==> config.mk <==
export PLATFORM = sky130hd
export DESIGN_NAME = http_response_body_deframer_unit_flat
export DESIGN_NICKNAME = d
export VERILOG_FILES = /design/src/design/hrbd_pkg.sv /design/src/design/hrbd_if.sv /design/src/design/hrbd_front.sv /design/src/design/hrbd_queue.sv /design/src/design/http_response_body_deframer_unit.sv /design/src/flat_wrapper.sv
export SDC_FILE = /design/constraint.sdc
export NUM_CORES = 1
export LEC_CHECK = 0
export ABC_CLOCK_PERIOD_IN_PS = 19000
export BUFFER_PORTS_ARGS = -buffer_cell sky130_fd_sc_hd__buf_2
export CAP_MARGIN = 20
export CORE_ASPECT_RATIO = 2
export CORE_MARGIN = 4
export CORE_UTILIZATION = 60
export DETAILED_ROUTE_END_ITERATION = 16
export GPL_TIMING_DRIVEN = 0
export PLACE_DENSITY_LB_ADDON = 0.25
export RECOVER_POWER = 25
export SYNTH_ARGS = -nofsm -noshare
export SYNTH_HDL_FRONTEND = slang
export SYNTH_SLANG_ARGS = --single-unit
==> constraint.sdc <==
create_clock -name clock -period 19 [get_ports clock]
set_clock_uncertainty 0.1 [all_clocks]
set_input_delay 1.9 -clock clock [delete_from_list [all_inputs] [get_ports clock]]
set_output_delay 1.9 -clock clock [all_outputs]
set_load 0.02 [all_outputs]
==> src/design/hrbd_pkg.sv <==
// Shared types and constants for the HTTP response body deframer.
package hrbd_pkg;

   localparam int CountWidth = 32;
   localparam logic [CountWidth-1:0] CountMax = {CountWidth{1'b1}};

   localparam logic [1:0] KIND_BODY = 2'd0;
   localparam logic [1:0] KIND_SIZE = 2'd1;
   localparam logic [1:0] KIND_END  = 2'd2;

   localparam logic [1:0] FRAME_NONE   = 2'd0;
   localparam logic [1:0] FRAME_LENGTH = 2'd1;
   localparam logic [1:0] FRAME_CHUNK  = 2'd2;

   localparam logic [7:0] CHAR_CR    = 8'h0d;
   localparam logic [7:0] CHAR_LF    = 8'h0a;
   localparam logic [7:0] CHAR_COLON = 8'h3a;

   localparam int LenCl = 14;
   localparam int LenTe = 17;
   localparam int LenCh = 8;

   typedef struct packed {
      logic [7:0] stream_byte;
      logic       restart;
   } req_type;

   typedef struct packed {
      logic [1:0]  kind;
      logic [7:0]  body_byte;
      logic [31:0] chunk_size;
      logic [1:0]  framing;
      logic        last;
   } rsp_type;

   function automatic logic [7:0] txt_length(input logic [4:0] i);
      case (i)
         5'd0: txt_length = "C";  5'd1: txt_length = "o";  5'd2: txt_length = "n";
         5'd3: txt_length = "t";  5'd4: txt_length = "e";  5'd5: txt_length = "n";
         5'd6: txt_length = "t";  5'd7: txt_length = "-";  5'd8: txt_length = "L";
         5'd9: txt_length = "e";  5'd10: txt_length = "n"; 5'd11: txt_length = "g";
         5'd12: txt_length = "t"; 5'd13: txt_length = "h";
         default: txt_length = 8'h00;
      endcase
   endfunction

   function automatic logic [7:0] txt_encoding(input logic [4:0] i);
      case (i)
         5'd0: txt_encoding = "T";  5'd1: txt_encoding = "r";  5'd2: txt_encoding = "a";
         5'd3: txt_encoding = "n";  5'd4: txt_encoding = "s";  5'd5: txt_encoding = "f";
         5'd6: txt_encoding = "e";  5'd7: txt_encoding = "r";  5'd8: txt_encoding = "-";
         5'd9: txt_encoding = "E";  5'd10: txt_encoding = "n"; 5'd11: txt_encoding = "c";
         5'd12: txt_encoding = "o"; 5'd13: txt_encoding = "d"; 5'd14: txt_encoding = "i";
         5'd15: txt_encoding = "n"; 5'd16: txt_encoding = "g";
         default: txt_encoding = 8'h00;
      endcase
   endfunction

   function automatic logic [7:0] txt_chunked(input logic [3:0] i);
      case (i)
         4'd0: txt_chunked = " "; 4'd1: txt_chunked = "c"; 4'd2: txt_chunked = "h";
         4'd3: txt_chunked = "u"; 4'd4: txt_chunked = "n"; 4'd5: txt_chunked = "k";
         4'd6: txt_chunked = "e"; 4'd7: txt_chunked = "d";
         default: txt_chunked = 8'h00;
      endcase
   endfunction

endpackage

==> src/design/hrbd_if.sv <==
// Valid/ready channel interfaces for requests and responses.
interface hrbd_req_if (input logic clock);
   logic                  valid;
   logic                  ready;
   hrbd_pkg::req_type     payload;
   modport source (output valid, output payload, input ready);
   modport sink   (input valid, input payload, output ready);
endinterface

interface hrbd_rsp_if (input logic clock);
   logic                  valid;
   logic                  ready;
   hrbd_pkg::rsp_type     payload;
   modport source (output valid, output payload, input ready);
   modport sink   (input valid, input payload, output ready);
endinterface

==> src/design/hrbd_front.sv <==
// Front end: header line parser, framing classifier and body deframer, one byte per cycle unless its output is stalled.
module hrbd_front (
   input  logic                 clock,
   input  logic                 reset,
   input  logic                 in_valid,
   input  hrbd_pkg::req_type    in_data,
   output logic                 in_ready,
   output logic                 out_valid,
   output hrbd_pkg::rsp_type    out_data,
   input  logic                 out_ready
);

   typedef enum logic [7:0] {
      PH_STATUS = 8'b00000001,
      PH_HEADER = 8'b00000010,
      PH_LENGTH = 8'b00000100,
      PH_SIZE   = 8'b00001000,
      PH_DATA   = 8'b00010000,
      PH_TRAIL  = 8'b00100000,
      PH_FINAL  = 8'b01000000,
      PH_DONE   = 8'b10000000
   } phase_type;

   typedef enum logic [2:0] {
      DEC_LEAD  = 3'b001,
      DEC_DIGIT = 3'b010,
      DEC_STOP  = 3'b100
   } dec_type;

   localparam int CW = hrbd_pkg::CountWidth;

   phase_type       phase_ff, phase_in;
   logic            pcr_ff, pcr_in, empty_ff, empty_in, colon_ff, colon_in;
   logic [4:0]      npos_ff, npos_in;
   logic            lmatch_ff, lmatch_in, ematch_ff, ematch_in, cmatch_ff, cmatch_in;
   logic [3:0]      vpos_ff, vpos_in;
   logic [CW-1:0]   dec_ff, dec_in, blen_ff, blen_in, rem_ff, rem_in, hex_ff, hex_in;
   dec_type         dst_ff, dst_in;
   logic            chunk_ff, chunk_in;
   logic            ov_ff, ov_in;
   hrbd_pkg::rsp_type od_ff, od_in;

   logic            accept;
   logic [7:0]      c;
   logic            crlf;
   logic [CW-1:0]   rem_dec;
   logic [CW+3:0]   dec_mul, hex_mul;
   logic [3:0]      hval;
   logic            hok;

   assign in_ready  = !ov_ff || out_ready;
   assign accept    = in_valid && in_ready;
   assign out_valid = ov_ff;
   assign out_data  = od_ff;
   assign c         = in_data.stream_byte;

   always_comb begin
      hok  = 1'b1;
      hval = 4'd0;
      if (c >= "0" && c <= "9") begin
         hval = 4'(c - "0");
      end else if (c >= "A" && c <= "F") begin
         hval = 4'(c - "A" + 8'd10);
      end else if (c >= "a" && c <= "f") begin
         hval = 4'(c - "a" + 8'd10);
      end else begin
         hok = 1'b0;
      end
   end

   always_comb begin
      logic [7:0]    fc;
      logic          feed;
      logic [1:0]    fr;
      logic [CW-1:0] dsrc;
      phase_type     ph;
      logic          pcr, st;

      phase_in = phase_ff; pcr_in = pcr_ff; empty_in = empty_ff; colon_in = colon_ff;
      npos_in = npos_ff; lmatch_in = lmatch_ff; ematch_in = ematch_ff;
      vpos_in = vpos_ff; cmatch_in = cmatch_ff; dec_in = dec_ff; dst_in = dst_ff;
      blen_in = blen_ff; chunk_in = chunk_ff; rem_in = rem_ff; hex_in = hex_ff;
      ov_in = ov_ff && !out_ready;
      od_in = od_ff;
      feed = 1'b0; fc = c; dsrc = dec_ff;
      dec_mul = '0; hex_mul = '0; rem_dec = '0;
      ph = phase_ff; pcr = pcr_ff; st = 1'b0;

      if (accept && in_data.restart) begin
         ph = PH_STATUS; pcr = 1'b0; st = 1'b1;
         empty_in = 1'b1; colon_in = 1'b0; npos_in = '0; lmatch_in = 1'b1;
         ematch_in = 1'b1; vpos_in = '0; cmatch_in = 1'b1; dec_in = '0; dst_in = DEC_LEAD;
         blen_in = '0; chunk_in = 1'b0; rem_in = '0; hex_in = '0;
      end
      crlf = (c == hrbd_pkg::CHAR_LF) && pcr;
      rem_dec = (st ? '0 : rem_ff) - 1'b1;
      fr = ((st ? '0 : blen_ff) != '0) ? hrbd_pkg::FRAME_LENGTH :
           ((st ? 1'b0 : chunk_ff) ? hrbd_pkg::FRAME_CHUNK : hrbd_pkg::FRAME_NONE);
      od_in = ov_in ? od_ff : od_ff;

      if (accept) begin
         phase_in = ph; pcr_in = pcr;
         od_in = '{kind: hrbd_pkg::KIND_BODY, body_byte: 8'd0, chunk_size: 32'd0,
                   framing: fr, last: 1'b0};
         case (ph)
            PH_STATUS: begin
               pcr_in = (c == hrbd_pkg::CHAR_CR);
               if (crlf) begin
                  pcr_in = 1'b0; phase_in = PH_HEADER;
                  empty_in = 1'b1; colon_in = 1'b0; npos_in = '0; lmatch_in = 1'b1;
                  ematch_in = 1'b1; vpos_in = '0; cmatch_in = 1'b1; dec_in = '0;
                  dst_in = DEC_LEAD;
               end
            end
            PH_HEADER: begin
               if (!crlf) begin
                  pcr_in = (c == hrbd_pkg::CHAR_CR);
                  if (pcr && c == hrbd_pkg::CHAR_CR) begin
                     feed = 1'b1; fc = hrbd_pkg::CHAR_CR;
                  end else if (pcr) begin
                     // feed the held CR, then this byte
                     feed = 1'b1; fc = hrbd_pkg::CHAR_CR;
                  end else if (c != hrbd_pkg::CHAR_CR) begin
                     feed = 1'b1; fc = c;
                  end
               end else begin
                  pcr_in = 1'b0;
                  if (!empty_ff) begin
                     if (lmatch_ff && npos_ff == 5'(hrbd_pkg::LenCl)) begin
                        blen_in = dec_ff;
                     end else if (ematch_ff && npos_ff == 5'(hrbd_pkg::LenTe) &&
                                  cmatch_ff && vpos_ff == 4'(hrbd_pkg::LenCh)) begin
                        chunk_in = 1'b1;
                     end
                     empty_in = 1'b1; colon_in = 1'b0; npos_in = '0; lmatch_in = 1'b1;
                     ematch_in = 1'b1; vpos_in = '0; cmatch_in = 1'b1; dec_in = '0;
                     dst_in = DEC_LEAD;
                  end else if (blen_ff != '0) begin
                     rem_in = blen_ff; phase_in = PH_LENGTH;
                  end else if (chunk_ff) begin
                     hex_in = '0; phase_in = PH_SIZE;
                  end else begin
                     phase_in = PH_DONE; ov_in = 1'b1;
                     od_in.kind = hrbd_pkg::KIND_END; od_in.last = 1'b1;
                  end
               end
            end
            PH_LENGTH: begin
               rem_in = rem_dec; ov_in = 1'b1; od_in.body_byte = c;
               if (rem_dec == '0) begin
                  phase_in = PH_DONE; od_in.last = 1'b1;
               end
            end
            PH_SIZE: begin
               pcr_in = (c == hrbd_pkg::CHAR_CR);
               if (crlf) begin
                  pcr_in = 1'b0; hex_in = '0; ov_in = 1'b1;
                  od_in.kind = hrbd_pkg::KIND_SIZE; od_in.chunk_size = hex_ff[31:0];
                  if (hex_ff == '0) begin
                     rem_in = CW'(2); phase_in = PH_FINAL;
                  end else begin
                     rem_in = hex_ff; phase_in = PH_DATA;
                  end
               end else if (hok) begin
                  hex_mul = {hex_ff, 4'd0} + (CW+4)'(hval);
                  hex_in = (hex_ff[CW-1:CW-4] != '0 || hex_mul[CW+3:CW] != '0) ?
                           hrbd_pkg::CountMax : hex_mul[CW-1:0];
               end
            end
            PH_DATA: begin
               rem_in = rem_dec; ov_in = 1'b1; od_in.body_byte = c;
               if (rem_dec == '0) begin
                  rem_in = CW'(2); phase_in = PH_TRAIL;
               end
            end
            PH_TRAIL: begin
               rem_in = rem_dec;
               if (rem_dec == '0) begin
                  pcr_in = 1'b0; hex_in = '0; phase_in = PH_SIZE;
               end
            end
            PH_FINAL: begin
               rem_in = rem_dec;
               if (rem_dec == '0) begin
                  phase_in = PH_DONE; ov_in = 1'b1;
                  od_in.kind = hrbd_pkg::KIND_END; od_in.last = 1'b1;
               end
            end
            default: begin
            end
         endcase
      end

      if (feed) begin
         // a pending CR followed by an ordinary byte feeds both bytes
         logic [7:0] b;
         int         k, n;
         logic       clr, lm, em, cm;
         logic [4:0] np;
         logic [3:0] vp;
         dec_type    ds;
         n = (pcr && c != hrbd_pkg::CHAR_CR) ? 2 : 1;
         clr = colon_in; lm = lmatch_in; em = ematch_in; cm = cmatch_in;
         np = npos_in; vp = vpos_in; ds = dst_in; dsrc = dec_in;
         for (k = 0; k < 2; k++) begin
            if (k < n) begin
               b = (k == 0) ? fc : c;
               if (!clr) begin
                  if (b == hrbd_pkg::CHAR_COLON) begin
                     clr = 1'b1;
                  end else begin
                     if (np >= 5'(hrbd_pkg::LenCl) || b != hrbd_pkg::txt_length(np)) lm = 1'b0;
                     if (np >= 5'(hrbd_pkg::LenTe) || b != hrbd_pkg::txt_encoding(np)) em = 1'b0;
                     if (np < 5'd31) np = np + 5'd1;
                  end
               end else begin
                  if (vp >= 4'(hrbd_pkg::LenCh) || b != hrbd_pkg::txt_chunked(vp)) cm = 1'b0;
                  if (vp < 4'd15) vp = vp + 4'd1;
                  if (ds == DEC_LEAD && (b == " " || (b >= 8'd9 && b <= 8'd13))) begin
                  end else if (ds == DEC_LEAD && b == "+") begin
                     ds = DEC_DIGIT;
                  end else if ((ds == DEC_LEAD || ds == DEC_DIGIT) && b >= "0" && b <= "9") begin
                     ds = DEC_DIGIT;
                     dec_mul = {dsrc, 3'd0} + {1'b0, dsrc, 1'b0} + (CW+4)'(b - "0");
                     dsrc = (dec_mul[CW+3:CW] != '0) ? hrbd_pkg::CountMax : dec_mul[CW-1:0];
                  end else if (ds == DEC_LEAD || ds == DEC_DIGIT) begin
                     ds = DEC_STOP;
                  end
               end
            end
         end
         empty_in = 1'b0; colon_in = clr; lmatch_in = lm; ematch_in = em; cmatch_in = cm;
         npos_in = np; vpos_in = vp; dst_in = ds; dec_in = dsrc;
      end
   end

   always_ff @(posedge clock) begin
      if (reset) begin
         phase_ff <= PH_STATUS; pcr_ff <= 1'b0; empty_ff <= 1'b1; colon_ff <= 1'b0;
         npos_ff <= '0; lmatch_ff <= 1'b1; ematch_ff <= 1'b1; vpos_ff <= '0;
         cmatch_ff <= 1'b1; dec_ff <= '0; dst_ff <= DEC_LEAD; blen_ff <= '0; chunk_ff <= 1'b0;
         rem_ff <= '0; hex_ff <= '0; ov_ff <= 1'b0;
      end else begin
         phase_ff <= phase_in; pcr_ff <= pcr_in; empty_ff <= empty_in; colon_ff <= colon_in;
         npos_ff <= npos_in; lmatch_ff <= lmatch_in; ematch_ff <= ematch_in;
         vpos_ff <= vpos_in; cmatch_ff <= cmatch_in; dec_ff <= dec_in; dst_ff <= dst_in;
         blen_ff <= blen_in; chunk_ff <= chunk_in; rem_ff <= rem_in; hex_ff <= hex_in;
         ov_ff <= ov_in;
      end
      od_ff <= od_in;
   end

endmodule

==> src/design/hrbd_queue.sv <==
// Two-entry result queue between the parser and the output port.
module hrbd_queue (
   input  logic                 clock,
   input  logic                 reset,
   input  logic                 in_valid,
   input  hrbd_pkg::rsp_type    in_data,
   output logic                 in_ready,
   output logic                 out_valid,
   output hrbd_pkg::rsp_type    out_data,
   input  logic                 out_ready
);

   hrbd_pkg::rsp_type mem_ff [2];
   logic              wp_ff, wp_in, rp_ff, rp_in;
   logic [1:0]        cnt_ff, cnt_in;
   logic              push, pop;

   assign in_ready  = cnt_ff != 2'd2;
   assign out_valid = cnt_ff != 2'd0;
   assign out_data  = mem_ff[rp_ff];
   assign push      = in_valid && in_ready;
   assign pop       = out_valid && out_ready;

   always_comb begin
      wp_in  = push ? !wp_ff : wp_ff;
      rp_in  = pop ? !rp_ff : rp_ff;
      cnt_in = cnt_ff + 2'(push) - 2'(pop);
   end

   always_ff @(posedge clock) begin
      if (reset) begin
         wp_ff <= 1'b0; rp_ff <= 1'b0; cnt_ff <= '0;
      end else begin
         wp_ff <= wp_in; rp_ff <= rp_in; cnt_ff <= cnt_in;
      end
      if (push) mem_ff[wp_ff] <= in_data;
   end

endmodule

==> src/design/http_response_body_deframer_unit.sv <==
// Top level of the HTTP response body deframer.
// Usage: the req channel carries one raw response byte per transfer, with
// restart set on the first byte of each new response (parser state clears
// before that byte is used). The rsp channel carries at most one result per
// input byte: body bytes, decoded chunk sizes and an end-of-body marker, each
// tagged with the current framing and a last flag.
// Throughput is one byte per cycle unless rsp back-pressure stalls the parser.
// An accepted byte's result passes through the parser output register and
// then through the two-entry result queue before it reaches rsp.
// When the receiver stalls, the queue fills and then the parser holds its
// output, after which req_ready drops; no result is lost.
// Reset (synchronous, active high) returns the parser to the status line and
// empties the queue.
module http_response_body_deframer_unit (
   input logic        clock,
   input logic        reset,
   hrbd_req_if.sink   req,
   hrbd_rsp_if.source rsp
);

   logic              mid_valid, mid_ready;
   hrbd_pkg::rsp_type mid_data;

   hrbd_front u_front (
      .clock, .reset,
      .in_valid (req.valid), .in_data (req.payload), .in_ready (req.ready),
      .out_valid (mid_valid), .out_data (mid_data), .out_ready (mid_ready)
   );

   hrbd_queue u_queue (
      .clock, .reset,
      .in_valid (mid_valid), .in_data (mid_data), .in_ready (mid_ready),
      .out_valid (rsp.valid), .out_data (rsp.payload), .out_ready (rsp.ready)
   );

   a_last_kind: assert property (@(posedge clock) disable iff (reset)
      rsp.valid && rsp.payload.last |-> rsp.payload.kind != hrbd_pkg::KIND_SIZE)
      else $error("last on chunk size");
   a_end_last: assert property (@(posedge clock) disable iff (reset)
      rsp.valid && rsp.payload.kind == hrbd_pkg::KIND_END |-> rsp.payload.last)
      else $error("end without last");
   a_kind_range: assert property (@(posedge clock) disable iff (reset)
      rsp.valid |-> rsp.payload.kind == hrbd_pkg::KIND_BODY ||
      rsp.payload.kind == hrbd_pkg::KIND_SIZE || rsp.payload.kind == hrbd_pkg::KIND_END)
      else $error("bad kind");

endmodule

==> src/flat_wrapper.sv <==
// flat-port wrapper written by rule: the top's interface ports become plain ports
module http_response_body_deframer_unit_flat 
  (clock, reset, req_valid, req_payload, req_ready, rsp_valid, rsp_payload, rsp_ready);
  hrbd_req_if req_i (.clock(clock));
  hrbd_rsp_if rsp_i (.clock(clock));
  input logic clock;
  input logic reset;
  input wire logic [$bits(req_i.valid)-1:0] req_valid;
  input wire logic [$bits(req_i.payload)-1:0] req_payload;
  output wire logic [$bits(req_i.ready)-1:0] req_ready;
  output wire logic [$bits(rsp_i.valid)-1:0] rsp_valid;
  output wire logic [$bits(rsp_i.payload)-1:0] rsp_payload;
  input wire logic [$bits(rsp_i.ready)-1:0] rsp_ready;
  assign req_i.valid = req_valid;
  assign req_i.payload = req_payload;
  assign req_ready = req_i.ready;
  assign rsp_valid = rsp_i.valid;
  assign rsp_payload = rsp_i.payload;
  assign rsp_i.ready = rsp_ready;
  http_response_body_deframer_unit u_core (.clock(clock), .reset(reset), .req(req_i), .rsp(rsp_i));
endmodule
# Yosys cells after proc, flatten, opt, wreduce, memory -nomap -nowiden
# Memory sizes are Yosys's and may differ from the RTL's. A register that Yosys moved wholly into a read port is not among the register bits.
# Cells that the tools add are included.
[word_totals]
rom_bits = 768
latch_bits = 0
ram_bits = 90
ff_bits = 205
n_memories = 7
[mem_list]
columns = ["memory", "depth", "width", "read_ports", "rd_ports_with_merged_regs", "write_ports", "line_no", "text"]
rows = [
  ["(name not given)", 32, 7, 1, 0, 0, "hrbd_pkg.sv:48", "case (i)"],
  ["(name not given)", 32, 7, 1, 0, 0, "hrbd_pkg.sv:48", ""],
  ["(name not given)", 16, 7, 1, 0, 0, "hrbd_pkg.sv:37", "case (i)"],
  ["(name not given)", 16, 7, 1, 0, 0, "hrbd_pkg.sv:37", ""],
  ["u_core.u_queue.mem_ff", 2, 45, 1, 1, 1, "hrbd_queue.sv:13", "hrbd_pkg::rsp_type mem_ff [2];"],
  ["(name not given)", 8, 6, 1, 0, 0, "hrbd_pkg.sv:60", "case (i)"],
  ["1 more memories", "--", "--", "--", "--", "--", "--", ""],
]
[classes]
shifts = 0
bitwise_logic = 0
reduce_logical = 55
multipliers = 0
eq_ne = 30
n_addsub = 19
n_mux = 257
magnitude_cmp = 24
div = 0
[ops]
columns = ["operator", "n"]
rows = [
  ["2-to-1 mux 32 bit", 45],
  ["2-to-1 mux 8 bit", 41],
  ["one-hot mux 32 bit (4 select lines)", 1],
  ["2-to-1 mux 1 bit", 97],
  ["one-hot mux 32 bit (3 select lines)", 1],
  ["2-to-1 mux 5 bit", 15],
  ["adder 35 x 33 -> 36 bit", 2],
  ["adder 36 bit", 2],
  ["logical NOT 32 bit", 2],
  ["2-to-1 mux 4 bit", 16],
  ["one-hot mux 32 bit (2 select lines)", 1],
  ["nonzero test 32 bit", 2],
  ["2-to-1 mux 3 bit", 19],
  ["equality test 8 x 6 -> 1 bit, second input constant", 7],
  ["inequality test 8 bit", 6],
  ["one-hot mux 8 bit (6 select lines)", 1],
  ["adder 36 x 4 -> 36 bit", 1],
  ["subtractor 32 x 1 -> 32 bit, second input constant", 1],
  ["logical AND 1 bit", 25],
  ["equality test 8 x 4 -> 1 bit, second input constant", 3],
  ["subtractor 8 x 6 -> 9 bit, second input constant", 2],
  ["greater-or-equal comparator 8 x 4 -> 1 bit, second input constant", 2],
  ["greater-or-equal comparator 8 x 6 -> 1 bit, second input constant", 2],
  ["greater-or-equal comparator 8 x 7 -> 1 bit, second input constant", 2],
  ["42 further kinds", 89],
]

# Depth between registers and ports, before layout
[logic_depth]
ltp_word = 30
depth_mapped = 42
ltp_nobuf = 37

# By module
# From an unflattened synthesis, not the netlist that was laid out.
[unflattened]
cells_unflattened = 2492
area_unflattened_um2 = 21624.5
[modules_own_cells]
columns = ["mod", "seq_area_each_um2", "area_per_inst_um2", "cells_each", "n_inst"]
rows = [
  ["hrbd_front", 4474.3, 18092.4, 2323, 1],
  ["hrbd_queue", 2802.7, 3532.1, 169, 1],
]

# Least setup slack after synthesis
# Ideal clock, no wire load.
[synth_path]
path_kind = "input port to flip-flop"
startpoint = "input port req_payload[1]"
endpoint = "register u_core.u_front.dec_ff[16]"
path_buffers = 5
path_slack_ns = 7.409
required_time_ns = 18.782
setup_ns = 0.118
stages = 40
arrival_time_ns = 11.373
path_cell_list = "clkbuf_1 > inv_1 > ha_1 > nand2b_1 > nor2_2 > or3_1 > buf_6 > nand2_1 > inv_1 > ha_1 > a21o_1 > inv_1 > fa_1 > ha_1 > a211oi_1 > o21ai_0 > o211ai_1 > nand3b_1 > [4 not listed] > nand2_1 > buf_2 > o22ai_1 > inv_1 > fa_1 > ha_1 > a21oi_1 > o21ai_0 > or4_1 > o22a_1 > a31oi_1 > o311ai_0 > mux2i_1 > or4_1 > nand4bb_1 > buf_6 > buf_12 > o221a_4"
[synth_via]
elab_chain_len = 26
[synth_rtl]
columns = ["element", "line_no", "text"]
rows = [
  ["from (decl)", "flat_wrapper.sv:9", "input wire logic [$bits(req_i.payload)-1:0] req_payload;"],
  ["parallel branches: the longest is 25 deep, another holds adder 35 x 33 -> 36 bit", "--", ""],
  ["2-to-1 mux 32 bit *", "hrbd_front.sv:194", "if (feed) begin"],
  ["to (signal assigned)", "hrbd_front.sv:246", "vpos_ff <= vpos_in; cmatch_ff <= cmatch_in; dec_ff <= dec_in; dst_ff <= dst_in;"],
  ["to (decl)", "hrbd_front.sv:37", "logic [CW-1:0] dec_ff, dec_in, blen_ff, blen_in, rem_ff, rem_in, hex_ff, hex_in;"],
]
# Mark *: on every way between the ends. The select of a mux whose other input is x is not followed.
# A chain may end at the register's enable or synchronous reset.

# Worst setup path after layout
[layout_path]
startpoint = "input port req_payload[1]"
endpoint = "register u_core.u_front.dec_ff[21]"
# Same word-level chain as after synthesis.

==> results.cfg <==
[place]
place_area_mm2 = 0.0226
dp_hpwl_mm = 62.8
finalWeightedCongestion = 1.06
dp_cells = 2948
portBuffers = 57

[die]
die_x_um = 142
fp.dieH_um = 277
start_util = 0.606
core_mm2 = 0.0357
dieArea_mm2 = 0.0393
ios = 60
rows = 98

[critical_path]
critPathLaunchType = primary input
regToRegSetupSlack_ns = 5.97
timing_worst_setup_path_type = in -> reg
crit_end = u_core.u_front.dec_ff[21]
critPathMostFrequentCell = clkbuf_1
required_ns = 19.37
slowest_stage = clkbuf_1
worstReg2RegEnd = u_core.u_front.dec_ff[21]
r2r_start = u_core.u_queue.cnt_ff[1]
worst-path-max-fanout = 10
rr_worst_depth = 38
cp.arrival_ns = 15.54
max_stage_delay_ns = 0.68
cp-end-kind = flop
cp-startpoint = req_payload[1]

[final_layout]
area_growth_pct = 8.32
nNetsFinal = 2714
drive_above_1_share = 0.0974
layout.cells.non_filler = 2998
fillers = 3077
final_cell_area_mm2 = 0.0234

[global_route]
gr-total-overflow = 0
first_global_vias = 20858
grt_use_total = 0.406
grt_max_degree = 38
antenna_found_initial = 3
grt_pass1_wl_mm = 121

[yosys]
ys_seq_area_frac = 0.336
synth_area_leaders = edfxtp_1 19%, dfxtp_1 15%, ha_1 6.5%, fa_1 5.7%, a21oi_1 4.3%
ys_ff_latch = 296
synth_edf_count = 135
syn_area_per_cell_um2 = 8.88
yosysWarnings = 0
synth_ff_type = dfxtp_1
synth_area_mm2 = 0.0216
mappedNetlistNets = 2623
yosys.area.top_type = edfxtp_1
synth.top_cell.area_share = 0.187
synthCells = 2435
synth_cell_types = 106
async_flop_share = 0

[timing]
max-slew-margin-rel = -0.454
min_period_ns = 15.17
worst_slew_pin_slew_ns = 2.18
setup_tns_ns = 0
hold-worst-slack_ns = 0.344
setup_viol = 0
drv_slew = 38
rsz0062_at_grt = false
timing.fmax_ghz = 0.0659
hold_viol = 0
finalCritPeriodShare = 0.799

[cts]
cts-root-buf = clkbuf_16
ctsResizeCount = 0
clockBufferDepth = 3
cts_max_level = 1
clk_pin_slew_ns = 0.07
cts_hold_buf = 0
clock_latency_ns = 0.61
cts_buffers = 26
cts_setup_buffers = 0
cts.sinks = 296
cts_tree = built

[drt]
postRouteWirelength_mm = 81.5
drt_iter0_drc = 2063
drt-wirelength-per-cell_um = 27.2
first_pass_iters = 7
ant_nets = 0
drc_errors = 0
via_per_inst = 6.90
vias = 20677

[power]
powerDensity_mw_per_mm2 = 62.6
max-vdd-ir-drop_mv = 0.104
total_power_w = 0.00147
power_leakage_nw = 9.43

[outcome]
status = finished, violations left
violations = max-capacitance violations, max-slew violations

[flow_run]
drv_cap = 1

[hold_path]
hp-class = reg -> reg
routing by layer:
layer / track usage / part of all wire / vias up
met1: 0.394 / 0.31 / 9740
met4: 0.367 / 0.12 / 4
met2: 0.705 / 0.50 / 1230
met3: 0.0793 / 0.078 / 523
li1: - / - / 9180
met5: 0 / 0.00029 / -
power breakdown:
group | switching [W] | internal, W
Sequential | 0.00000491 | 0.000668
Clock | 0.000272 | 0.000285
Combinational | 0.000154 | 0.0000826
cell families after synthesis:
family,share of synthesized area
AO/OA/AOI/OAI,0.223
flip-flops,0.336
adder cells (fa/ha/maj),0.123
multiplexers,0.0320
AND/OR/NAND/NOR,0.196
buffers and inverters,0.0514
XOR/XNOR,0.0389
area by class of cell:
cell class	instances	area (um2)	share of cell area
diodes	2	5.00	0.000214
plain buffers	140	696	0.0297
clock buffers	33	707	0.0302
clock inverters	15	155	0.00662
inverters	111	417	0.0178
multi-input cells	1888	13300	0.565
flip-flops and latches	296	7280	0.311
well taps	450	563	0.0240
repair buffers	63	364	0.0155
critical path, delay by kind of cell:
kind                       cells  cell delay, ns
AOI/OAI and AO/OA             14            4.43
adders and majority gates      5            1.96
buffers and inverters         10            3.88
muxes                          1            0.18
and+or+nand+nor               10            3.15
cell usage in the layout (no fill, tap or decap), types with 10 or more instances in the layout:
cell       Yosys  routed
a211oi_1      33      33
a21o_1        43      43
a21oi_1      184     184
a221oi_1      31      31
a2bb2oi_1     13      13
a31oi_1       23      23
and2_1        67      67
and3_1        21      21
buf_1         12      12
buf_2         13      71
clkbuf_1      94      98
clkbuf_16      0      26
dfxtp_1      161     161
edfxtp_1     135     135
fa_1          62      62
ha_1         113     113
inv_1        109     109
mux2_2        48      48
mux2i_1       14      14
nand2_1      218     218
nand2b_1      21      21
nand3_1       99      99
nand4_1       33      33
nor2_1       203     203
nor2b_1       10      10
nor3_1        42      41
nor4_1        31      31
o211ai_1      22      22
o21a_1        18      18
o21ai_0      160     160
o221ai_1      12      12
o22ai_1       18      18
or3_1         19      19
or4_1         13      13
xnor2_1       62      62
xor2_1        34      34
cell usage after synthesis, types with 14 or more instances:
cell,instances
o21ai_0,160
nor4_1,31
or3_1,19
inv_1,109
a31oi_1,23
a221oi_1,31
xnor2_1,62
edfxtp_1,135
a21oi_1,184
mux2_2,48
nand3_1,99
nand2b_1,21
ha_1,113
clkbuf_1,94
a21o_1,43
o211ai_1,22
nand2_1,218
nor2_1,203
fa_1,62
nand4_1,33
xor2_1,34
o21a_1,18
nor3_1,42
and3_1,21
mux2i_1,14
dfxtp_1,161
a211oi_1,33
o22ai_1,18
and2_1,67
sequential cells by signal, indices dropped and copies added (netlist names), 2 cells and up, named ones only:
register,count
u_core.u_front.hex_ff,32
u_core.u_queue.cnt_ff,2
u_core.u_front.phase_ff,8
u_core.u_front.out_data,45
u_core.u_front.npos_ff,5
u_core.u_front.vpos_ff,4
u_core.u_front.blen_ff,32
u_core.u_front.rem_ff,32
u_core.u_front.dec_ff,32
u_core.u_queue.mem_ff,90
u_core.u_front.dst_ff,3
worst min path at each step:
stage / startpoint / to / slack, ns / cells past startpoint
CTS: u_core.u_front.out_data[18] / u_core.u_queue.mem_ff[0][18] / 0.35 / 0
finish: u_core.u_front.out_data[18] / u_core.u_queue.mem_ff[0][18] / 0.34 / 0
floorplan: u_core.u_front.out_data[0] / u_core.u_queue.mem_ff[0][0] / 0.32 / 0
global placement: u_core.u_front.out_data[19] / u_core.u_queue.mem_ff[0][19] / 0.32 / 0
global route: u_core.u_front.out_data[18] / u_core.u_queue.mem_ff[0][18] / 0.36 / 0
detailed placement: u_core.u_front.out_data[18] / u_core.u_queue.mem_ff[1][18] / 0.33 / 0
stage by stage:
stage	util	setup WS, ns
6_report	0.657	3.83
5_1_grt	0.657	3.52
4_1_cts	0.657	4.21
3_5_place_dp	0.633	3.64
3_3_place_gp	0.630	3.78
2_1_floorplan	-	7.41
(Power assumes the default switching activity.)
